[config.mk]
export PLATFORM = sky130hd
export DESIGN_NAME = lpsu_out
export DESIGN_NICKNAME = d
export VERILOG_FILES = /design/src/hdl/lpsu_pkg.sv /design/src/hdl/lpsu_out.sv
export SDC_FILE = /design/constraint.sdc
export NUM_CORES = 1
export LEC_CHECK = 0
export ABC_AREA = 1
export ABC_CLOCK_PERIOD_IN_PS = 3000
export BUFFER_PORTS_ARGS = -buffer_cell sky130_fd_sc_hd__buf_2
export CORE_AREA = 4 4 41 43
export CTS_CLUSTER_DIAMETER = 100
export CTS_CLUSTER_SIZE = 8
export DETAILED_ROUTE_END_ITERATION = 8
export DIE_AREA = 0 0 45 47
export PLACE_DENSITY = 0.63
export REMOVE_ABC_BUFFERS = 1
export SLEW_MARGIN = 30
export SYNTH_ARGS = -nofsm -noshare
export SYNTH_HDL_FRONTEND = slang
export SYNTH_SLANG_ARGS = --single-unit
[constraint.sdc]
create_clock -name clock -period 3 [get_ports clock]
set_clock_uncertainty 0.2 [all_clocks]
set_input_delay 0.6 -clock clock [delete_from_list [all_inputs] [get_ports clock]]
set_output_delay 0.6 -clock clock [all_outputs]
set_load 0.01 [all_outputs]
[src/hdl/lpsu_pkg.sv]
// Shared types and constants for the LCD pixel shadow update block.
// Depends on nothing; lpsu_seq, lpsu_out and the top level refer to it by scoped names.
package lpsu_pkg;

   localparam int COLUMNS = 84;
   localparam int ROWS    = 48;
   localparam int BANKS   = ROWS / 8;
   localparam int DEPTH   = COLUMNS * BANKS;
   localparam int ADDR_W  = $clog2(DEPTH);
   localparam int BANK_W  = (BANKS > 1) ? $clog2(BANKS) : 1;
   localparam int STEP_W  = $clog2(BANKS + 3);

   localparam logic [1:0] ACT_SET   = 2'd0;
   localparam logic [1:0] ACT_CLEAR = 2'd1;
   localparam logic [1:0] ACT_VLINE = 2'd2;

   localparam logic [7:0] CMD_SET_X    = 8'h80;
   localparam logic [7:0] CMD_SET_Y    = 8'h40;
   localparam logic [7:0] CMD_VERTICAL = 8'd34;
   localparam logic [7:0] FULL_BYTE    = 8'hFF;

   typedef struct packed {
      logic [7:0] out_byte;
      logic       is_data;
      logic       status;
      logic       last;
   } rsp_item_type;

   typedef struct packed {
      logic              wr_en;
      logic [ADDR_W-1:0] wr_addr;
      logic [7:0]        wr_data;
      logic              rd_en;
      logic [ADDR_W-1:0] rd_addr;
   } ram_req_type;

endpackage

[src/hdl/lpsu_out.sv]
// Response output register: holds one byte for the LCD link until taken.
// Depends on lpsu_pkg.
module lpsu_out (
   input  logic                   clock,
   input  logic                   reset,
   input  logic                   in_valid,
   input  lpsu_pkg::rsp_item_type in_item,
   output logic                   in_ready,
   output logic                   rsp_valid,
   input  logic                   rsp_stall,
   output logic [7:0]             rsp_out_byte,
   output logic                   rsp_is_data,
   output logic                   rsp_status,
   output logic                   rsp_last
);

   logic                   valid_ff, valid_in;
   lpsu_pkg::rsp_item_type item_ff, item_in;

   assign in_ready = !valid_ff || !rsp_stall;

   always_comb begin
      valid_in = valid_ff;
      item_in  = item_ff;
      if (in_valid && in_ready) begin
         valid_in = 1'b1;
         item_in  = in_item;
      end else if (!rsp_stall) begin
         valid_in = 1'b0;
      end
   end

   always_ff @(posedge clock) begin
      if (reset) begin
         valid_ff <= 1'b0;
      end else begin
         valid_ff <= valid_in;
      end
   end

   always_ff @(posedge clock) begin
      item_ff <= item_in;
   end

   assign rsp_valid    = valid_ff;
   assign rsp_out_byte = item_ff.out_byte;
   assign rsp_is_data  = item_ff.is_data;
   assign rsp_status   = item_ff.status;
   assign rsp_last     = item_ff.last;

endmodule

==> metrics.md, run 1 <==
| Metric | Value |
|---|---|
| CP Capture Type | output pin |
| FMAX | roughly 0.6 GHz |
| Worst setup margin | 1293 ps |
| CTS Root Cell | clkbuf_4 |
| Syn_area_per_cell | between 20 and 25 um^2 |
| Post-synth EDFFs | 11 |
| Post-CTS Setup Repair Bufs | 0 |
| Worst VDD drop | between 200 and 300 uV |
| Synth top area share | 0.8829 |
| RSZ-0062 raised after global routing | no |
| Clk pwr share | 0.300 |
| Cell with the most instances after synthesis | edfxtp_1 |
| Setup TNS after final layout | 0 ps |
| Synth Cell Area | ~370 um^2 |
| IO buf count | 27 |
| Layout cells sized above 1 | 0.6875 |
| DR WL/cell | between 10 and 15 um |
| Initial antenna violation count | 0 |
| Final GP Congestion | around 0.55 |
| #FFs+latches synth | 12 |
| Worst-path clk slew | around 60 ps |
| Worst Hold Class | register to register |
| Slew HR | 0.9062 |
| Synth async-reset ratio | 0 |
| Htree depth | 1 |
| Max-slew violations | 0 |
| Period utilisation layout | 0.5689 |
| First-pass GRT wire length | 1104 um |
| Least-Margin Pin Slew | roughly 140 ps |
| LEAKAGE | approximately 0.25 nW |
| Total congestion overflow | 0 |
| Die H | approximately 47 um |
| NumNets Final | 64 |
| DP HPWL | just under 600 um |
| Placement-stage cell area | roughly 540 um^2 |
| Yosys top cell by area | edfxtp_1 |
| DRT Pass-1 Iters | 3 |
| Comb pwr share | 0.095 |
| Prevailing post-synth register cell | edfxtp_1 |
| # DRC | 0 |
| Cell Rows | 13 |
| # diodes | 0 |
| Minimum clock period | between 1500 and 2000 ps |
| Final setup violation count | 0 |
| Die area | approximately 2100 um^2 |
| Area delta synth->final | 50.17% |
| Total routed wirelength | around 710 um |
| Setup slack at placement | ~1300 ps |
| Status | completed |
| Chip width | about 45 um |
| TritonCTS Buffers | 3 |
| Sw Pwr | between 0.06 and 0.07 mW |
| TritonCTS clock tree | done |
| Vias in the first global route | 283 |
| Via density per instance | roughly 4.2 |
| Synth area leaders | edfxtp_1, dfxtp_1, a21oi_2 |
| Worst setup SP type | primary input |
| Cell mode on critical path | buf_2 |
| Post-Synthesis Cells | 16 |
| Max-Cap Viols | 0 |
| Gr usage total | 0.07643 |
| Later-pin clock latency in the skew report | 250 ps |
| Pwr Density | approximately 580 nW/um^2 |
| Number of routed nets with antenna violations | 0 |
| Clk buf depth | 2 |
| Worst path slowest cell | buf_2 |
| Ys Warns | 0 |
| Resized cells post-CTS | 0 |
| I/O Pins | 28 |
| Num Clock Sinks | 12 |
| Max stage delay on crit path | between 100 and 150 ps |
| Fin. Hold Viols | 0 |
| Crit path cell chain | buf_2, nand2_2, buf_2 |
| DR iter-0 viols | 2 |
| Distinct cells, synth | 6 |
| CP arrival | slightly above 900 ps |
| Fin area | 561.8 um^2 |
| Register area share after synthesis | 0.9365 |
| Largest net degree at the start of global routing | 12 |
| Flop pwr share | 0.605 |
| Initial core utilization | 0.2875 |
| Core Box Area | about 1300 um^2 |
| Peak fanout along the critical path | 2 |
| Via count | 263 |
| Sw Share | 0.1990 |
| CP Class | primary input to output pin |
| Data required, critical path | around 2200 ps |
| # hold bufs at CTS | 0 |
| Internal power | 0.2600 mW |
==> cells by family (layout without fill, tap and decap cells) <==
logic type | Yosys count | in the layout | synth area share
AO/OA/AOI/OAI | 2 | 2 | 0.03678
buffers and inverters | 1 | 33 | 0.01002
flip-flops | 12 | 12 | 0.9365
AND/OR/NAND/NOR | 1 | 1 | 0.01673
==> power groups by stage <==
stage          registers [mW]  clock network, mW  logic (mW)
2_1_floorplan           0.206                  0     0.00496
3_3_place_gp            0.200                  0      0.0309
3_5_place_dp            0.200                  0      0.0317
4_1_cts                 0.196              0.102      0.0317
5_1_grt                 0.197              0.108      0.0343
6_report                0.196             0.0975      0.0308
==> per-layer routing <==
| layer | GRT usage | wire length [um] | vias up |
|---|---|---|---|
| li1 | - | - | 125 |
| met1 | 0.08873 | 267 | 121 |
| met2 | 0.1215 | 371 | 15 |
| met3 | 0.02299 | 66 | 2 |
| met4 | 0.05263 | 4 | 0 |
| met5 | 0 | 0 | - |
==> cell type report <==
type / instances / area [um^2]
Fill cell: 133 / 739.5
Sequential cell: 12 / 350.3
Timing Repair Buffer: 28 / 142.6
Clock buffer: 4 / 26.28
Multi-Input combinational cell: 3 / 20.02
Tap cell: 15 / 18.77
Inverter: 1 / 3.754
==> metrics by stage <==
stage          utilization  total power, mW  instances  hold WS, ps
4_1_cts             0.4317           0.3300         63        289.2
3_5_place_dp        0.4115           0.2318         59        278.9
2_1_floorplan            -           0.2110         16        333.9
5_1_grt             0.4317           0.3397         63        298.0
3_3_place_gp        0.4115           0.2308         59        266.7
6_report            0.4317           0.3245         63        287.8
==> flip-flops by register name (all words and copies together) (netlist names) <==
name,cells
rsp_out_byte,8
rsp_is_data,1
rsp_status,1
rsp_valid,1
rsp_last,1
==> worst paths after layout <==
path | slack, ps | from | end | cells past startpoint
setup / recovery | 1290 | rsp_stall | in_ready | 3
hold / removal | 290 | rsp_valid | rsp_valid | 2
setup reg to reg | 1840 | rsp_valid | rsp_out_byte[3] | 2
hold reg to reg | 290 | rsp_valid | rsp_valid | 2
==> critical path: cells and delay by family <==
| kind | cells | cell delay [ps] |
|---|---|---|
| buffers and inverters | 2 | 240 |
| AND/OR/NAND/NOR | 1 | 70 |
==> placed cells by master, fill, tap and decap left out <==
master,synthesis,routed
a21oi_1,1,1
a21oi_2,1,1
buf_2,0,27
buf_4,0,1
clkbuf_1,0,1
clkbuf_4,0,3
dfxtp_1,1,1
edfxtp_1,11,11
inv_1,1,1
nand2_2,1,1
(Power assumes the default switching activity.)
==> run 2, diff against run 1 <==
--- a/config.mk
+++ b/config.mk
@@ -5,15 +5,15 @@
 export SDC_FILE = /design/constraint.sdc
 export NUM_CORES = 1
 export LEC_CHECK = 0
-export ABC_AREA = 1
-export ABC_CLOCK_PERIOD_IN_PS = 3000
+export ABC_AREA = 0
+export ABC_CLOCK_PERIOD_IN_PS = 1400
 export BUFFER_PORTS_ARGS = -buffer_cell sky130_fd_sc_hd__buf_2
 export CORE_AREA = 4 4 41 43
 export CTS_CLUSTER_DIAMETER = 100
 export CTS_CLUSTER_SIZE = 8
 export DETAILED_ROUTE_END_ITERATION = 8
 export DIE_AREA = 0 0 45 47
-export PLACE_DENSITY = 0.63
+export PLACE_DENSITY = 0.64
 export REMOVE_ABC_BUFFERS = 1
 export SLEW_MARGIN = 30
 export SYNTH_ARGS = -nofsm -noshare
==> constraint.sdc (replaced) <==
create_clock -name clock -period 1.4 [get_ports clock]
set_clock_uncertainty 0.2 [all_clocks]
set_input_delay 0.28 -clock clock [delete_from_list [all_inputs] [get_ports clock]]
set_output_delay 0.28 -clock clock [all_outputs]
set_load 0.01 [all_outputs]
==> run 2 against run 1 <==
Compared with the run above: routed wire length rose by 7.3%; synthesized cell count unchanged; largest power group unchanged; sequential share of layout area down 12 points; clock power increased by 120%; sequential power is 110% higher; sequential cell count unchanged; via count rose by 14%; cell area up 23%; worst hold slack worse by 240 ps; critical path type is now register to output pin; die area unchanged; global-route usage grew 0.72 points; non-clock buffer count grew 12.
==> metrics.md, run 2 <==
| Metric | Value |
|---|---|
| Final setup violation count | 0 (unchanged) |
| Resized cells post-CTS | 0 (unchanged) |
| Area delta synth->final | 86.78% |
| Initial antenna violation count | 0 (unchanged) |
| Worst path slowest cell | dfxtp_1 |
| GRT Max-Usage Layer | met2 |
| Period utilisation layout | 0.9196 |
| Max reg flops | 8 (unchanged) |
| Clk buf depth | 2 (unchanged) |
| Met3 Track Usage GR | 0.03448 (+0.01149) |
| Worst VDD drop | 451.3 uV (+56%) |
| First-pass GRT wire length | 1179 um (+6.8%) |
| #FFs+latches synth | 12 (unchanged) |
| LEAKAGE | 0.3021 nW (+20%) |
| Syn_area_per_cell | 23.07 um^2 (-1.3%) |
| TritonCTS Buffers | 3 (unchanged) |
| Post-Synthesis Cells | 16 (unchanged) |
| Peak fanout along the critical path | 3 (+1) |
| Via density per instance | 4.013 (-3.9%) |
| Most frequent cells in the layout | buf_2, dlygate4sd3_1, edfxtp_1, clkbuf_4 |
| Synth async-reset ratio | 0 (unchanged) |
| Later-pin clock latency in the skew report | 260 ps (about the same) |
| Post-synth EDFFs | 11 (unchanged) |
| Initial core utilization | 0.2837 (-0.003846) |
| Gr usage total | 0.08360 (+0.007173) |
| RSZ-0062 raised after global routing | no |
| Cell Rows | 13 (unchanged) |
| Chip width | 45 um (unchanged) |
| Prevailing post-synth register cell | edfxtp_1 |
| M1 GR Usage | 0.07416 (-0.01457) |
| # DRC | 0 (unchanged) |
| Setup TNS after final layout | 0 ps (unchanged) |
| CP arrival | 810 ps (-100 ps) |
| Setup slack at placement | 149.2 ps (-1141 ps) |
| Largest net degree at the start of global routing | 12 (unchanged) |
| Max stage delay on crit path | 350 ps (+220 ps) |
| Die area | 2115 um^2 (unchanged) |
| Die H | 47 um (unchanged) |
| Post-CTS Setup Repair Bufs | 0 (unchanged) |
| CTS Root Cell | clkbuf_4 |
| Num Clock Sinks | 12 (unchanged) |
| DR iter-0 viols | 1 (-1) |
| Core Box Area | 1301 um^2 (unchanged) |
| Htree depth | 1 (unchanged) |
| Least-Margin Pin Slew | 110.1 ps (-30.61 ps) |
| Worst setup margin | 112.5 ps (-1181 ps) |
| # diodes | 0 (unchanged) |
| Total routed wirelength | 762 um (+7.3%) |
| Commonest non-fill, non-tap cell in the layout | buf_2 |
| Max-Cap Viols | 0 (unchanged) |
| Cell with the most instances after synthesis | edfxtp_1 |
| Crit path cell chain | nand2_1, buf_2 |
| Total power | 0.7281 mW (+120%) |
| Total congestion overflow | 0 (unchanged) |
| Layout cells sized above 1 | 0.5167 (-0.1708) |
| CP Class | register to output pin |
| GRT met2 Usage | 0.1469 (+0.02542) |
| CP Capture Type | output pin |
| Slew HR | 0.9266 (+0.02041) |
| DRT Pass-1 Iters | 2 (-1) |
| Fin. Hold Viols | 0 (unchanged) |
| Ys Warns | 0 (unchanged) |
| Final GP Congestion | 0.6146 (+11%) |
| Max-slew violations | 0 (unchanged) |
| Final core occ | 0.5298 (+0.09808) |
| Synth top area share | 0.8949 (+0.01197) |
| NumNets Final | 76 (+19%) |
| Crit path max-delay family | flip-flops |
| Worst-path clk slew | 70 ps (about the same) |
| Worst setup SP type | register |
| Synth Cell Area | 369.1 um^2 (-1.3%) |
| I/O Pins | 28 (unchanged) |
| Pwr Density | 1056 nW/um^2 (+83%) |
| Via count | 301 (+14%) |
| IO buf count | 27 (unchanged) |
| Synth area leaders | edfxtp_1, dfxtp_1, and2_1 |
| Buf/Inv on CP | 1 (-1) |
| Number of routed nets with antenna violations | 0 (unchanged) |
| TritonCTS clock tree | done |
| Minimum clock period | about 1300 ps |
| # hold bufs at CTS | 12 (+12) |
| Yosys top cell by area | edfxtp_1 |
| Register area share after synthesis | 0.9492 (+0.01270) |
| Status | completed |
| Data required, critical path | 920 ps (-1280 ps) |
| DR WL/cell | 10.16 um (-9.8%) |
| Distinct cells, synth | 6 (unchanged) |
| Vias in the first global route | 293 (+3.5%) |
| FMAX | 0.7767 GHz |
| Worst Hold Class | primary input to register |
run 2: changes by cell type in the layout (fill, tap and decap cells not counted):
cell | previous run | this run
dlygate4sd3_1 | 0 | 12
a21oi_2 | 1 | 0
and2_1 | 0 | 1
buf_12 | 0 | 1
buf_4 | 1 | 0
inv_1 | 1 | 0
nand2_1 | 0 | 1
nand2_2 | 1 | 0
nor2_1 | 0 | 1
run 2: kinds of logic (layout without fill, tap and decap cells):
logic type             after synthesis  count (layout)  share of synthesized area
flip-flops                          12              12                     0.9492
AO/OA/AOI/OAI                        1               1                    0.01355
AND/OR/NAND/NOR                      3               3                    0.03728
buffers and inverters                0              44                          0
run 2: per-stage QoR:
stage	instances	area (um^2)	hold slack, ps
after floorplan	16	369.1	152.4
after global placement	59	543.0	236.4
after detailed placement	59	543.0	244.4
after CTS	75	689.4	40.26
after global routing	75	689.4	90.17
final	75	689.4	46.93
run 2: area by class of cell:
cell class | count | area, um^2
clock buffer | 4 | 26.28
fill | 125 | 611.8
multi-input combinational | 4 | 18.77
sequential | 12 | 350.3
tap | 15 | 18.77
timing repair buffer | 40 | 275.3
run 2: worst paths after layout:
path              cells past startpoint  slack (ps)       from              end
setup / recovery                      2         110  rsp_valid         in_ready
hold / removal                        3          50   in_valid        rsp_valid
setup reg to reg                      3         230  rsp_valid  rsp_out_byte[0]
hold reg to reg                       2         320  rsp_valid        rsp_valid
run 2: per-layer routing:
metal  vias up  wire length [um]
met1       131               254
li1        150                 -
met4         0                 0
met2        20               382
met5         -                 0
met3         0               125
run 2: where the power goes:
part | leakage, nW | internal (mW) | switching, mW
combinational | 0.172 | 0.0582 | 0.0377
sequential | 0.115 | 0.415 | 0.00488
clock | 0.0150 | 0.110 | 0.102
run 2: worst min-delay path: stages:
cell	delay, ps
buf_2	90
a21oi_1	40
nor2_1	70
==> run 3, diff against run 2 <==
==> constraint.sdc (replaced) <==
create_clock -name clock -period 1.4 [get_ports clock]
set_clock_uncertainty 0.2 [all_clocks]
set_input_delay 0.21 -clock clock [delete_from_list [all_inputs] [get_ports clock]]
set_output_delay 0.21 -clock clock [all_outputs]
set_load 0.01 [all_outputs]
==> run 3 against run 2 <==
Compared with the run above: cell area rose by 2.9%; final cell count is 2.7% higher; sequential power barely moved; count of clock-buffer cells in the layout did not move; first-iteration DRC count stayed put; global-route usage grew 0.40 points; worst hold slack better by 280 ps; critical endpoint is now rsp_out_byte[0]; sequential cell count is the same; critical path depth up 2; via count rose by 2.7%; sequential share of layout area down 1.4 points; worst setup slack got worse by 70 ps.
==> metrics.md, run 3 (same netlist as run 2, synthesis figures left out) <==
| Metric | Value |
|---|---|
| Status | completed |
| Period utilisation layout | 0.9698 (+0.05013) |
| RR Startpoint | rsp_valid |
| I/O Pins | 28 (unchanged) |
| Chip width | 45 um (unchanged) |
| Peak fanout along the critical path | 11 (+8) |
| Cell Rows | 13 (unchanged) |
| Num Clock Sinks | 12 (unchanged) |
| Clk buf depth | 2 (unchanged) |
| Die area | 2115 um^2 (unchanged) |
| Least-Margin Pin Slew | 121.2 ps (+11.08 ps) |
| CP Capture Type | register |
| Min-Delay Endpoint | rsp_valid |
| Max stage delay on crit path | 520 ps (+170 ps) |
| Area delta synth->final | 92.20% |
| DR iter-0 viols | 1 (unchanged) |
| Worst path slowest cell | dlygate4sd3_1 |
| Crit path cell chain | dlygate4sd3_1, buf_2, and2_1, buf_12 |
| Cell count after placement | 59 (unchanged) |
| Max-Cap Viols | 0 (unchanged) |
| Largest net degree at the start of global routing | 12 (unchanged) |
| Vias in the first global route | 310 (+5.8%) |
| Worst setup SP type | primary input |
| R2R cell count | 3 (unchanged) |
| FMAX | 0.7365 GHz (-5.2%) |
| Via density per instance | 4.013 (about the same) |
| Worst VDD drop | 451.3 uV (about the same) |
| Via count | 309 (+2.7%) |
| Fin. Hold Viols | 0 (unchanged) |
| DR WL/cell | 10.34 um (+1.7%) |
| Later-pin clock latency in the skew report | 260 ps (about the same) |
| First-pass GRT wire length | 1242 um (+5.3%) |
| Layout cells sized above 1 | 0.5000 (-0.01667) |
| Worst Hold Class | register to register |
| Minimum clock period | 1358 ps (+70.18 ps) |
| DRT Pass-1 Iters | 2 (unchanged) |
| Die H | 47 um (unchanged) |
| Pwr Density | 1032 nW/um^2 (-2.3%) |
| CTS Root Cell | clkbuf_4 |
| Initial core utilization | 0.2837 (unchanged) |
| TritonCTS clock tree | done |
| Core Box Area | 1301 um^2 (unchanged) |
| Initial antenna violation count | 0 (unchanged) |
| Htree depth | 1 (unchanged) |
| # diodes | 0 (unchanged) |
| Non-Filler Instances | 77 (+2.7%) |
| Max-slew violations | 0 (unchanged) |
| TritonCTS Buffers | 3 (unchanged) |
| IO buf count | 27 (unchanged) |
| LEAKAGE | 0.3105 nW (+2.8%) |
| Data required, critical path | 1180 ps (+260 ps) |
| Post-CTS Setup Repair Bufs | 0 (unchanged) |
| Final GP Congestion | 0.6147 (about the same) |
| Reg-to-reg endpoint | rsp_out_byte[0] |
| Total routed wirelength | 796 um (+4.5%) |
| CP arrival | 1130 ps (+320 ps) |
| Setup TNS after final layout | 0 ps (unchanged) |
| Max reg flops | 8 (unchanged) |
| Slew HR | 0.9192 (-0.007384) |
| Hold path cells | 2 (-1) |
| Final setup violation count | 0 (unchanged) |
| RSZ-0062 raised after global routing | no |
| Number of routed nets with antenna violations | 0 (unchanged) |
| CP Class | primary input to register |
| Fillers | 120 (-4.0%) |
| R2R setup slack | 220 ps (about the same) |
| Placement-stage cell area | 543.0 um^2 (unchanged) |
| Most frequent cells in the layout | buf_2, dlygate4sd3_1, edfxtp_1, clkbuf_4 |
| NumNets Final | 78 (+2.6%) |
| # DRC | 0 (unchanged) |
| Commonest non-fill, non-tap cell in the layout | buf_2 |
| Worst-path clk slew | 60 ps (about the same) |
| Fin area | 709.4 um^2 (+2.9%) |
| Hold Crit Start | rsp_valid |
| Total congestion overflow | 0 (unchanged) |
| Gr usage total | 0.08762 (+0.004019) |
[run 3: cell types whose count changed in the layout (fill, tap and decap cells not counted), sizes merged]
cell,delta
dlygate4sd3,+2
[run 3: worst max path at each step]
stage | start | cells past startpoint | endpoint
6_report | in_valid | 4 | rsp_out_byte[0]
3_3_place_gp | rsp_stall | 4 | rsp_out_byte[5]
4_1_cts | in_valid | 4 | rsp_out_byte[0]
5_1_grt | in_valid | 4 | rsp_out_byte[3]
3_5_place_dp | rsp_stall | 4 | rsp_out_byte[7]
2_1_floorplan | rsp_valid | 2 | rsp_is_data
[run 3: routing by layer]
metal | track usage | routed length [um] | vias up | part of all wire
met5 | 0 | 0 | - | 0
met3 | 0.03831 | 126 | 0 | 0.16
met4 | 0.07018 | 0 | 0 | 0
met2 | 0.1582 | 404 | 20 | 0.51
met1 | 0.07416 | 265 | 135 | 0.33
li1 | - | - | 154 | -
[run 3: through the flow]
step / utilization / total power, mW / setup WS [ps] / hold slack (ps)
5_1_grt: 0.5452 / 0.7702 / 16.31 / 347.4
4_1_cts: 0.5452 / 0.7441 / 46.50 / 322.7
6_report: 0.5452 / 0.7322 / 42.31 / 329.7
2_1_floorplan: - / 0.4506 / 41.95 / 82.38
3_3_place_gp: 0.4173 / 0.4989 / 232.0 / 166.4
3_5_place_dp: 0.4173 / 0.5006 / 219.2 / 174.4
[run 3: timing repair]
action | CTS | global route
resized for setup | 0 | 0
hold endpoints to repair | 12 | 0
hold buffers | 14 | 0
[run 3: area by class of cell]
type / count / area (um^2) / area share
multi-input combinational: 4 / 18.77 / 0.02646
tap: 15 / 18.77 / 0.02646
timing repair buffer: 42 / 295.3 / 0.4162
clock buffer: 4 / 26.28 / 0.03704
sequential: 12 / 350.3 / 0.4938
[run 3: worst max-delay path, delay by kind of cell]
| family | cells | cell delay, ps |
|---|---|---|
| buffers and inverters | 3 | 770 |
| AND/OR/NAND/NOR | 1 | 160 |
[run 3: power by group]
part / switching [mW] / total [mW] / internal (mW)
sequential: 0.00492 / 0.420 / 0.415
combinational: 0.0388 / 0.101 / 0.0618
clock: 0.101 / 0.211 / 0.110
total: 0.145 / 0.732 / 0.587
