<file path="config.mk">
export PLATFORM = sky130hd
export DESIGN_NAME = lpsu_seq
export DESIGN_NICKNAME = d
export VERILOG_FILES = /design/src/hdl/lpsu_pkg.sv /design/src/hdl/lpsu_seq.sv
export SDC_FILE = /design/constraint.sdc
export NUM_CORES = 1
export LEC_CHECK = 0
export BUFFER_PORTS_ARGS = -buffer_cell sky130_fd_sc_hd__clkbuf_2
export CAP_MARGIN = 20
export CORE_UTILIZATION = 50
export DETAILED_ROUTE_END_ITERATION = 10
export PLACE_DENSITY = 0.8
export SYNTH_ARGS = -nofsm -noshare
export SYNTH_HDL_FRONTEND = slang
export SYNTH_SLANG_ARGS = --single-unit
</file>
<file path="constraint.sdc">
create_clock -name clock -period 3.9 [get_ports clock]
set_input_delay 0.78 -clock clock [delete_from_list [all_inputs] [get_ports clock]]
set_output_delay 0.78 -clock clock [all_outputs]
set_load 0.01 [all_outputs]
</file>
<file path="src/hdl/lpsu_pkg.sv">
// Shared types and constants for the LCD pixel shadow update block.
// Depends on nothing; lpsu_seq, lpsu_out and the top level refer to it by scoped names.
package lpsu_pkg;

   localparam int COLUMNS = 84;
   localparam int ROWS    = 48;
   localparam int BANKS   = ROWS / 8;
   localparam int DEPTH   = COLUMNS * BANKS;
   localparam int ADDR_W  = $clog2(DEPTH);
   localparam int BANK_W  = (BANKS > 1) ? $clog2(BANKS) : 1;
   localparam int STEP_W  = $clog2(BANKS + 3);

   localparam logic [1:0] ACT_SET   = 2'd0;
   localparam logic [1:0] ACT_CLEAR = 2'd1;
   localparam logic [1:0] ACT_VLINE = 2'd2;

   localparam logic [7:0] CMD_SET_X    = 8'h80;
   localparam logic [7:0] CMD_SET_Y    = 8'h40;
   localparam logic [7:0] CMD_VERTICAL = 8'd34;
   localparam logic [7:0] FULL_BYTE    = 8'hFF;

   typedef struct packed {
      logic [7:0] out_byte;
      logic       is_data;
      logic       status;
      logic       last;
   } rsp_item_type;

   typedef struct packed {
      logic              wr_en;
      logic [ADDR_W-1:0] wr_addr;
      logic [7:0]        wr_data;
      logic              rd_en;
      logic [ADDR_W-1:0] rd_addr;
   } ram_req_type;

endpackage

</file>
<file path="src/hdl/lpsu_seq.sv">
// Request sequencer: clears the shadow RAM after reset, does the pixel
// read-modify-write and line fill, and steps through the response bytes.
// Depends on lpsu_pkg.
module lpsu_seq (
   input  logic                  clock,
   input  logic                  reset,
   input  logic                  req_valid,
   input  logic [1:0]            req_action,
   input  logic [7:0]            req_x_pos,
   input  logic [7:0]            req_y_pos,
   output logic                  req_stall,
   output lpsu_pkg::ram_req_type ram_req,
   input  logic [7:0]            ram_rd_data,
   output logic                  emit_valid,
   output lpsu_pkg::rsp_item_type emit_item,
   input  logic                  emit_ready
);

   localparam logic [1:0] ST_CLEAR = 2'd0;
   localparam logic [1:0] ST_IDLE  = 2'd1;
   localparam logic [1:0] ST_READ  = 2'd2;
   localparam logic [1:0] ST_EMIT  = 2'd3;

   localparam logic [1:0] KIND_PIXEL = 2'd0;
   localparam logic [1:0] KIND_LINE  = 2'd1;
   localparam logic [1:0] KIND_ERROR = 2'd2;

   localparam int AW = lpsu_pkg::ADDR_W;
   localparam int BW = lpsu_pkg::BANK_W;
   localparam int SW = lpsu_pkg::STEP_W;

   logic [1:0]    state_ff, state_in;
   logic [1:0]    kind_ff, kind_in;
   logic          clr_ff, clr_in;
   logic [7:0]    x_ff, x_in;
   logic [BW-1:0] bank_ff, bank_in;
   logic [2:0]    bit_ff, bit_in;
   logic [AW-1:0] addr_ff, addr_in;
   logic [SW-1:0] step_ff, step_in;
   logic [7:0]    data_ff, data_in;

   logic          x_ok, y_ok;
   logic [BW-1:0] req_bank;
   logic [AW-1:0] line_base, pix_addr;
   logic [7:0]    mask, new_byte;

   assign x_ok      = req_x_pos < 8'(lpsu_pkg::COLUMNS);
   assign y_ok      = req_y_pos < 8'(lpsu_pkg::ROWS);
   assign req_bank  = BW'(req_y_pos[7:3]);
   assign line_base = AW'(AW'(req_x_pos) * AW'(lpsu_pkg::BANKS));
   assign pix_addr  = AW'(line_base + AW'(req_bank));
   assign mask      = 8'(8'd1 << bit_ff);
   assign new_byte  = clr_ff ? (ram_rd_data & ~mask) : (ram_rd_data | mask);
   assign req_stall = (state_ff != ST_IDLE);

   always_comb begin
      state_in   = state_ff;
      kind_in    = kind_ff;
      clr_in     = clr_ff;
      x_in       = x_ff;
      bank_in    = bank_ff;
      bit_in     = bit_ff;
      addr_in    = addr_ff;
      step_in    = step_ff;
      data_in    = data_ff;
      ram_req    = '0;
      emit_valid = 1'b0;
      emit_item  = '0;

      // Pick the byte that goes out at the current step.
      case (kind_ff)
         KIND_PIXEL: begin
            if (step_ff == SW'(0)) begin
               emit_item.out_byte = lpsu_pkg::CMD_SET_X | x_ff;
            end else if (step_ff == SW'(1)) begin
               emit_item.out_byte = lpsu_pkg::CMD_SET_Y | 8'(bank_ff);
            end else begin
               emit_item.out_byte = data_ff;
               emit_item.is_data  = 1'b1;
               emit_item.last     = 1'b1;
            end
         end
         KIND_LINE: begin
            if (step_ff == SW'(0)) begin
               emit_item.out_byte = lpsu_pkg::CMD_VERTICAL;
            end else if (step_ff == SW'(1)) begin
               emit_item.out_byte = lpsu_pkg::CMD_SET_Y;
            end else if (step_ff == SW'(2)) begin
               emit_item.out_byte = lpsu_pkg::CMD_SET_X | x_ff;
            end else begin
               emit_item.out_byte = lpsu_pkg::FULL_BYTE;
               emit_item.is_data  = 1'b1;
               emit_item.last     = (step_ff == SW'(lpsu_pkg::BANKS + 2));
            end
         end
         default: begin
            emit_item.status = 1'b1;
            emit_item.last   = 1'b1;
         end
      endcase

      case (state_ff)
         ST_CLEAR: begin
            ram_req.wr_en   = 1'b1;
            ram_req.wr_addr = addr_ff;
            ram_req.wr_data = 8'd0;
            if (addr_ff == AW'(lpsu_pkg::DEPTH - 1)) begin
               addr_in  = '0;
               state_in = ST_IDLE;
            end else begin
               addr_in = AW'(addr_ff + AW'(1));
            end
         end
         ST_IDLE: begin
            if (req_valid) begin
               x_in    = req_x_pos;
               bank_in = req_bank;
               bit_in  = req_y_pos[2:0];
               clr_in  = (req_action == lpsu_pkg::ACT_CLEAR);
               step_in = '0;
               if ((req_action == lpsu_pkg::ACT_SET || req_action == lpsu_pkg::ACT_CLEAR)
                   && x_ok && y_ok) begin
                  kind_in         = KIND_PIXEL;
                  addr_in         = pix_addr;
                  ram_req.rd_en   = 1'b1;
                  ram_req.rd_addr = pix_addr;
                  state_in        = ST_READ;
               end else if (req_action == lpsu_pkg::ACT_VLINE && x_ok) begin
                  kind_in  = KIND_LINE;
                  addr_in  = line_base;
                  state_in = ST_EMIT;
               end else begin
                  kind_in  = KIND_ERROR;
                  state_in = ST_EMIT;
               end
            end
         end
         ST_READ: begin
            ram_req.wr_en   = 1'b1;
            ram_req.wr_addr = addr_ff;
            ram_req.wr_data = new_byte;
            data_in         = new_byte;
            state_in        = ST_EMIT;
         end
         ST_EMIT: begin
            emit_valid = 1'b1;
            if (emit_ready) begin
               step_in = SW'(step_ff + SW'(1));
               // Each line data byte fills the next bank of the column.
               if (kind_ff == KIND_LINE && step_ff > SW'(2)) begin
                  ram_req.wr_en   = 1'b1;
                  ram_req.wr_addr = addr_ff;
                  ram_req.wr_data = lpsu_pkg::FULL_BYTE;
                  addr_in         = AW'(addr_ff + AW'(1));
               end
               if (emit_item.last) begin
                  state_in = ST_IDLE;
               end
            end
         end
         default: begin
            state_in = ST_IDLE;
         end
      endcase
   end

   always_ff @(posedge clock) begin
      if (reset) begin
         state_ff <= ST_CLEAR;
         addr_ff  <= '0;
         step_ff  <= '0;
         kind_ff  <= KIND_ERROR;
      end else begin
         state_ff <= state_in;
         addr_ff  <= addr_in;
         step_ff  <= step_in;
         kind_ff  <= kind_in;
      end
   end

   always_ff @(posedge clock) begin
      clr_ff  <= clr_in;
      x_ff    <= x_in;
      bank_ff <= bank_in;
      bit_ff  <= bit_in;
      data_ff <= data_in;
   end

   a_read_then_write: assert property (@(posedge clock) disable iff (reset)
      ram_req.rd_en |=> ram_req.wr_en && ram_req.wr_addr == $past(ram_req.rd_addr))
      else $error("pixel read was not followed by its write-back");

   a_no_read_write_overlap: assert property (@(posedge clock) disable iff (reset)
      ram_req.rd_en |-> !ram_req.wr_en)
      else $error("read and write issued in the same cycle");

   a_idle_quiet: assert property (@(posedge clock) disable iff (reset)
      !req_stall |-> !emit_valid && !ram_req.wr_en)
      else $error("activity while waiting for a request");

   a_write_in_range: assert property (@(posedge clock) disable iff (reset)
      ram_req.wr_en |-> ram_req.wr_addr <= AW'(lpsu_pkg::DEPTH - 1))
      else $error("shadow write beyond the display");

endmodule

</file>
==> qor.yml, run 1 <==
number_of_pins_exceeding_their_max_slew_limit_in_the_final_report: 0
power_per_cell_area_nw_per_um2: 236
cap_violations: 0
height_of_the_die_um: 81.7
fin_setup_tns_ns: 0
yosysMostFrequentCell: "sky130_fd_sc_hd__nor2_1"
critical_path.cell_chain: "clkbuf_2, ha_1, inv_1, fa_1, nand2b_1, a211oi_1, a31oi_1, a2111oi_2, xnor2_1, nor2_1, clkbuf_2"
yosys.area.top_type_share_pct: 20.8
routed-via-count: 3104
regToRegEndpoint: "addr_ff[7]"
portBuffers: 70
detail_placement_hpwl_mm: 6.24
hold_slack_ns: 0.536
clock_pin_slew_on_the_worst_setup_and_hold_paths_ns: 0.07
globalRouteTotalUtil_pct: 24.8
worst_hold_path_type: "flop to flop"
timing_worst_slew_pin_value_ns: 0.793
first_pass_iters: 6
met3_usage_pct: 3.11
syn-cell-area_um2: 3180
timing.rr.start: "step_ff[0]"
utilization_pct: 61.0
syn_nets: 438
chipWidth_um: 81.7
initial_core_utilization_pct: 52.7
worst-endpoint-arrival_ns: 2.90
cts-root-to-sink-buffers: 2
timing.critical_path.mode_cell: "sky130_fd_sc_hd__clkbuf_2"
layoutNonFillerInstCount: 526
place_worst_setup_slack_ns: 0.101
layout_min_cycle_time_ns: 3.68
tritoncts.num_buffers: 5
grt_antenna_before_repair: 0
synth_edf_count: 22
place_congestion: 0.918
yosys_most_used_dff: "sky130_fd_sc_hd__edfxtp_1"
critical_path_buffers_and_inverters: 3
outcome: "finished clean"
clock_tree.htree_level_count: 2
finClkSkew_ns: 0.00880
cp_slowest_stage_delay_ns: 0.40
worstSkewPairLatency_ns: 0.29
cts_root_buffer: "sky130_fd_sc_hd__clkbuf_8"
postRouteAntennaNets: 0
area.growth.synth_to_final_pct: 15.7
die_area_um2: 6680
grt_setup_unrepaired: "false"
synth.yosys.warnings: 0
setup.worst_path.class: "primary input to output pin"
synthDistinctLibCells: 60
cellLeakagePower_nw: 1.56
crit_start: "req_x_pos[1]"
worst-r2r-cell-count: 8
post-cts-setup-buffer-count: 0
post_drt_wl_per_cell_um: 15.2
groute.layer.met2.usage_pct: 44.4
yosysTopAreaCell: "sky130_fd_sc_hd__edfxtp_1"
drc_errors: 0
synth.area.top_cells: "sky130_fd_sc_hd__edfxtp_1 (21%), sky130_fd_sc_hd__dfxtp_1 (11%), sky130_fd_sc_hd__ha_1 (7.9%), sky130_fd_sc_hd__nor2_1 (5.6%), sky130_fd_sc_hd__o21ai_0 (4.4%)"
critical_path_required_ns: 3.12
hold_violations: 0
clock_tree_from_tritoncts: "yes"
grt_first_pass_wirelength_mm: 12.8
postSynth.asyncResetShare_pct: 0
netlist_instances: 386
minimum_setup_slack_among_reg_to_reg_paths_ns: 1.42
post_route_cells_drive_above_1_share_pct: 21.7
vdd.ir_drop.worst_mv: 0.136
post-place-cells: 518
crit_cells: 11
met1_usage_pct: 30.1
cts_num_sinks: 39
row_count: 28
critPathSlowestCell: "sky130_fd_sc_hd__fa_1"
globalRouteOverflowTotal: 0
grt_start_max_net_pins: 21
worstSetupEndpointType: "output pin"
num_antenna_cells: 0
max_slew_margin_pct: 47.1
postLayoutSetupSlackWorst_ns: 0.225
timing.critical_path.fanout_max: 4
clock.fmax_mhz: 272
finalSetupViolations: 0
synth_area_per_cell_um2: 8.23
core_um2: 6030
final.period_utilization_pct: 94.2
ys_top_cells_by_count: "sky130_fd_sc_hd__nor2_1 (47), sky130_fd_sc_hd__o21ai_0 (28), sky130_fd_sc_hd__a21oi_1 (25), sky130_fd_sc_hd__inv_1 (25), sky130_fd_sc_hd__nand2_1 (24)"
ios: 71
number_of_synthesized_register_bits: 39
finish.net_count: 502
grt_pass1_vias: 2761
global_route.peak_usage_layer: "met2"
timing.critical_path.from_type: "primary input"
vias_per_cell: 5.90
first_iter_violations: 244
post_route_wl_mm: 8.00
crit_end: "ram_req[8]"
worst_path_dominant_cell_family: "compound AO/OA/AOI/OAI gates"
sequential_cell_area_fraction_in_the_yosys_report_pct: 31.5
what timing repair did:
item | in CTS | in global routing
hold buffers | 0 | 0
gates resized for setup | 0 | 2
endpoints found under the hold margin | 0 | 0
setup endpoints to repair | 0 | 1
cell usage in the layout (no fill, tap or decap), types with 3 or more instances in the layout:
| cell | n |
|---|---|
| sky130_fd_sc_hd__nand3_1 | 13 |
| sky130_fd_sc_hd__edfxtp_1 | 22 |
| sky130_fd_sc_hd__xnor2_1 | 4 |
| sky130_fd_sc_hd__nand2_1 | 24 |
| sky130_fd_sc_hd__a211oi_1 | 5 |
| sky130_fd_sc_hd__nor2b_1 | 8 |
| sky130_fd_sc_hd__nor3b_1 | 3 |
| sky130_fd_sc_hd__o32ai_1 | 4 |
| sky130_fd_sc_hd__ha_1 | 20 |
| sky130_fd_sc_hd__o21a_1 | 3 |
| sky130_fd_sc_hd__inv_1 | 25 |
| sky130_fd_sc_hd__o21ai_0 | 28 |
| sky130_fd_sc_hd__clkbuf_2 | 70 |
| sky130_fd_sc_hd__or2_2 | 4 |
| sky130_fd_sc_hd__and2_1 | 8 |
| sky130_fd_sc_hd__a21oi_1 | 25 |
| sky130_fd_sc_hd__xor2_1 | 11 |
| sky130_fd_sc_hd__nand2b_1 | 10 |
| sky130_fd_sc_hd__clkbuf_8 | 5 |
| sky130_fd_sc_hd__nand4_1 | 3 |
| sky130_fd_sc_hd__o31ai_1 | 5 |
| sky130_fd_sc_hd__a31oi_1 | 3 |
| sky130_fd_sc_hd__nand3b_1 | 5 |
| sky130_fd_sc_hd__or3b_2 | 3 |
| sky130_fd_sc_hd__nor2_1 | 47 |
| sky130_fd_sc_hd__nor3_1 | 16 |
| sky130_fd_sc_hd__a22oi_1 | 4 |
| sky130_fd_sc_hd__buf_4 | 5 |
| sky130_fd_sc_hd__and3_1 | 3 |
| sky130_fd_sc_hd__a221oi_1 | 3 |
| sky130_fd_sc_hd__dfxtp_1 | 17 |
| sky130_fd_sc_hd__o21bai_1 | 5 |
through the flow:
step	cell area, µm²	power [mW]
6_report	3680	0.869
3_3_place_gp	3590	0.606
3_5_place_dp	3590	0.610
4_1_cts	3670	0.871
5_1_grt	3680	0.910
2_1_floorplan	3180	0.557
flip-flops by register name, indices dropped and copies added (netlist names), 2 cells and up:
name,cells
bit_ff,3
addr_ff,9
x_ff,7
bank_ff,3
state_ff,2
data_ff,8
kind_ff,2
step_ff,4
area by class of cell:
type	count	area (µm²)
Sequential cell	39	1000
Fill cell	552	2350
Clock buffer	7	76.3
Timing Repair Buffer	75	388
Tap cell	75	93.8
Inverter	25	93.8
Multi-Input combinational cell	304	2020
Clock inverter	1	5.00
worst min path at each step:
| stage | start | cells after the start | endpoint | slack, ns |
|---|---|---|---|---|
| final | step_ff[3] | 2 | step_ff[3] | 0.54 |
| after global routing | addr_ff[5] | 2 | addr_ff[5] | 0.57 |
| after CTS | step_ff[3] | 2 | step_ff[3] | 0.54 |
| after detailed placement | step_ff[3] | 2 | step_ff[3] | 0.52 |
| after global placement | addr_ff[5] | 2 | addr_ff[5] | 0.51 |
| after floorplan | addr_ff[5] | 2 | addr_ff[5] | 0.49 |
per-layer routing:
layer / wire length, µm / share of wire, %
met1: 3310 / 41
met2: 4020 / 50
met3: 444 / 5.5
met4: 225 / 2.8
met5: 0 / 0
power by group:
group	internal [mW]	leakage [nW]	switching [mW]
Sequential	0.435	0.332	0.00390
Clock	0.126	0.0422	0.137
Combinational	0.0693	1.18	0.0973
Total	0.630	1.56	0.238
cells by family (layout without fill, tap and decap cells):
group | count (synthesis) | after routing | share of synthesized area (%)
AND/OR/NAND/NOR | 157 | 157 | 25.6
AO/OA/AOI/OAI | 107 | 107 | 23.4
buffers and inverters | 43 | 108 | 5.20
flip-flops | 39 | 39 | 31.5
adder cells (fa/ha/maj) | 22 | 22 | 9.13
XOR/XNOR | 15 | 15 | 4.13
multiplexers | 3 | 3 | 1.02
worst min-delay path, cell delays in order, from the launching register on:
cell and delay (ns):
sky130_fd_sc_hd__dfxtp_1 0.36, sky130_fd_sc_hd__xor2_1 0.08, sky130_fd_sc_hd__nor2_1 0.07
No activity file was read; power rests on OpenSTA's default activity.
==> run 2, diff against run 1 <==
--- a/config.mk
+++ b/config.mk
@@ -9,7 +9,8 @@
 export CAP_MARGIN = 20
 export CORE_UTILIZATION = 50
 export DETAILED_ROUTE_END_ITERATION = 10
-export PLACE_DENSITY = 0.8
+export PLACE_DENSITY = 0.83
+export REMOVE_ABC_BUFFERS = 1
 export SYNTH_ARGS = -nofsm -noshare
 export SYNTH_HDL_FRONTEND = slang
 export SYNTH_SLANG_ARGS = --single-unit
==> qor.yml, run 2 (synthesis results as in run 1) <==
finish.net_count: 500  # was 502
globalRouteTotalUtil_pct: 24.8  # about the same
global_route.peak_usage_layer: "met2"  # unchanged
fin_setup_tns_ns: 0  # unchanged
worstSetupEndpointType: "output pin"  # unchanged
cts_num_sinks: 39  # unchanged
post_route_cells_drive_above_1_share_pct: 21.8  # was 21.7%
routed-via-count: 3110  # was 3104
max_slew_margin_pct: 41.3  # was 47.1%
globalRouteOverflowTotal: 0  # unchanged
cellLeakagePower_nw: 1.57  # was 1.56 nW
post_drt_wl_per_cell_um: 15.4  # was 15.2 µm
postRouteAntennaNets: 0  # unchanged
clock.fmax_mhz: 274  # was 272 MHz
outcome: "finished clean"  # unchanged
clock_pin_slew_on_the_worst_setup_and_hold_paths_ns: 0.08  # was 0.07 ns
first_pass_iters: 5  # was 6
cts_root_buffer: "sky130_fd_sc_hd__clkbuf_8"  # unchanged
timing.critical_path.from_type: "primary input"  # unchanged
power_per_cell_area_nw_per_um2: 258  # was 236 nW/µm²
reg_top3: "addr_ff: 9 flops, data_ff: 8 flops, x_ff: 7 flops"  # unchanged
timing.critical_path.mode_cell: "sky130_fd_sc_hd__clkbuf_2"  # unchanged
met1_usage_pct: 31.7  # was 30.1%
cap_violations: 0  # unchanged
critical_path_required_ns: 3.12  # about the same
final.fill_count: 550  # was 552
critPathSlowestCell: "sky130_fd_sc_hd__fa_1"  # unchanged
drc_errors: 0  # unchanged
grt_pass1_vias: 2791  # was 2761
chipWidth_um: 81.7  # unchanged
portBuffers: 70  # unchanged
worst_hold_path_type: "flop to flop"  # unchanged
timing.critical_path.fanout_max: 4  # unchanged
ios: 71  # unchanged
met3_usage_pct: 3.33  # was 3.11%
finalSetupViolations: 0  # unchanged
vias_per_cell: 5.94  # was 5.90
initial_core_utilization_pct: 52.7  # unchanged
num_antenna_cells: 0  # unchanged
layout_commonest_cell: "sky130_fd_sc_hd__clkbuf_2"  # unchanged
height_of_the_die_um: 81.7  # unchanged
utilization_pct: 61.4  # was 61.0%
finClkSkew_ns: 0.00680  # was 0.00880 ns
post-cts-setup-buffer-count: 0  # unchanged
grt_start_max_net_pins: 28  # was 21
detail_placement_hpwl_mm: 6.03  # was 6.24 mm
tritoncts.num_buffers: 5  # unchanged
setup.worst_path.class: "primary input to output pin"  # unchanged
clock_tree.htree_level_count: 2  # unchanged
final_cell_mix: "sky130_fd_sc_hd__clkbuf_2 (70), sky130_fd_sc_hd__nor2_1 (47), sky130_fd_sc_hd__o21ai_0 (28)"  # unchanged
area.growth.synth_to_final_pct: 16.3  # was 15.7%
grt_antenna_before_repair: 0  # unchanged
hold_violations: 0  # unchanged
worst_path_dominant_cell_family: "compound AO/OA/AOI/OAI gates"  # unchanged
row_count: 28  # unchanged
grt_first_pass_wirelength_mm: 12.8  # about the same
critical_path.cell_chain: "clkbuf_2, ha_1, inv_1, fa_1, nand2b_1, a211oi_1, a31oi_1, a2111oi_2, xnor2_1, nor2_1, clkbuf_2"  # unchanged
clock_tree_from_tritoncts: "yes"  # unchanged
vdd.ir_drop.worst_mv: 0.123  # was 0.136 mV
cp_slowest_stage_delay_ns: 0.41  # was 0.40 ns
cts-root-to-sink-buffers: 2  # unchanged
worstSkewPairLatency_ns: 0.29  # about the same
groute.layer.met2.usage_pct: 41.4  # was 44.4%
die_area_um2: 6680  # unchanged
worst-endpoint-arrival_ns: 2.87  # was 2.90 ns
first_iter_violations: 203  # was 244
critical_path_buffers_and_inverters: 3  # unchanged
core_um2: 6030  # unchanged
largest-register: "addr_ff"  # unchanged
timing_worst_slew_pin_value_ns: 0.881  # was 0.793 ns
final.period_utilization_pct: 93.7  # was 94.2%
place_congestion: 0.876  # was 0.918
number_of_flip_flops_under_the_largest_register_name: 9  # unchanged
post-layout-total-power_uw: 953  # was 869 µW
number_of_pins_exceeding_their_max_slew_limit_in_the_final_report: 0  # unchanged
post_route_wl_mm: 8.09  # was 8.00 mm
layout_min_cycle_time_ns: 3.65  # was 3.68 ns
run 2: layout make-up:
| class | count | area (µm²) | share of cell area, % |
|---|---|---|---|
| clock inverters | 2 | 35.0 | 0.948 |
| repair buffers | 73 | 373 | 10.1 |
| multi-input cells | 304 | 2020 | 54.6 |
| flip-flops and latches | 39 | 1000 | 27.1 |
| clock buffers | 6 | 82.6 | 2.23 |
| well taps | 75 | 93.8 | 2.54 |
| inverters | 25 | 93.8 | 2.54 |
run 2: metrics by stage:
| step | hold slack [ns] | area, µm² | cells | worst slack (ns) |
|---|---|---|---|---|
| after floorplan | 0.486 | 3110 | 368 | 0.538 |
| after global placement | 0.505 | 3570 | 516 | 0.181 |
| after detailed placement | 0.508 | 3570 | 516 | 0.159 |
| after CTS | 0.523 | 3690 | 524 | 0.148 |
| after global routing | 0.554 | 3700 | 524 | -0.00387 |
| final | 0.514 | 3700 | 524 | 0.246 |
run 2: repair_timing:
action                                  in CTS  in global routing
endpoints found under the setup margin       0                  1
resized for setup                            0                  2
hold buffers                                 0                  0
run 2: worst reg2reg max path, cell delays in order (launching register included):
cell and delay, ns:
sky130_fd_sc_hd__dfxtp_1 0.42, sky130_fd_sc_hd__inv_1 0.12, sky130_fd_sc_hd__ha_1 0.27, sky130_fd_sc_hd__nor2b_1 0.13, sky130_fd_sc_hd__o211ai_1 0.17, sky130_fd_sc_hd__a221oi_4 0.71, sky130_fd_sc_hd__nand3b_1 0.25, sky130_fd_sc_hd__nand4bb_1 0.25
sky130_fd_sc_hd__nand3_1 0.09
run 2: where the power goes:
| part | internal, mW | switching [mW] |
|---|---|---|
| clock | 0.207 | 0.139 |
| combinational | 0.0704 | 0.0972 |
| sequential | 0.435 | 0.00397 |
run 2: final timing paths:
path	startpoint	to	slack, ns	cells after the start
min reg2reg	addr_ff[5]	addr_ff[5]	0.51	2
max	req_x_pos[0]	ram_req[8]	0.25	11
min	addr_ff[5]	addr_ff[5]	0.51	2
max reg2reg	step_ff[0]	addr_ff[8]	1.44	8
run 2: per-layer routing:
metal | vias up | part of all wire [%]
met5 | - | 0
met4 | 0 | 2.9
li1 | 1526 | -
met2 | 120 | 49
met1 | 1440 | 43
met3 | 24 | 5.1
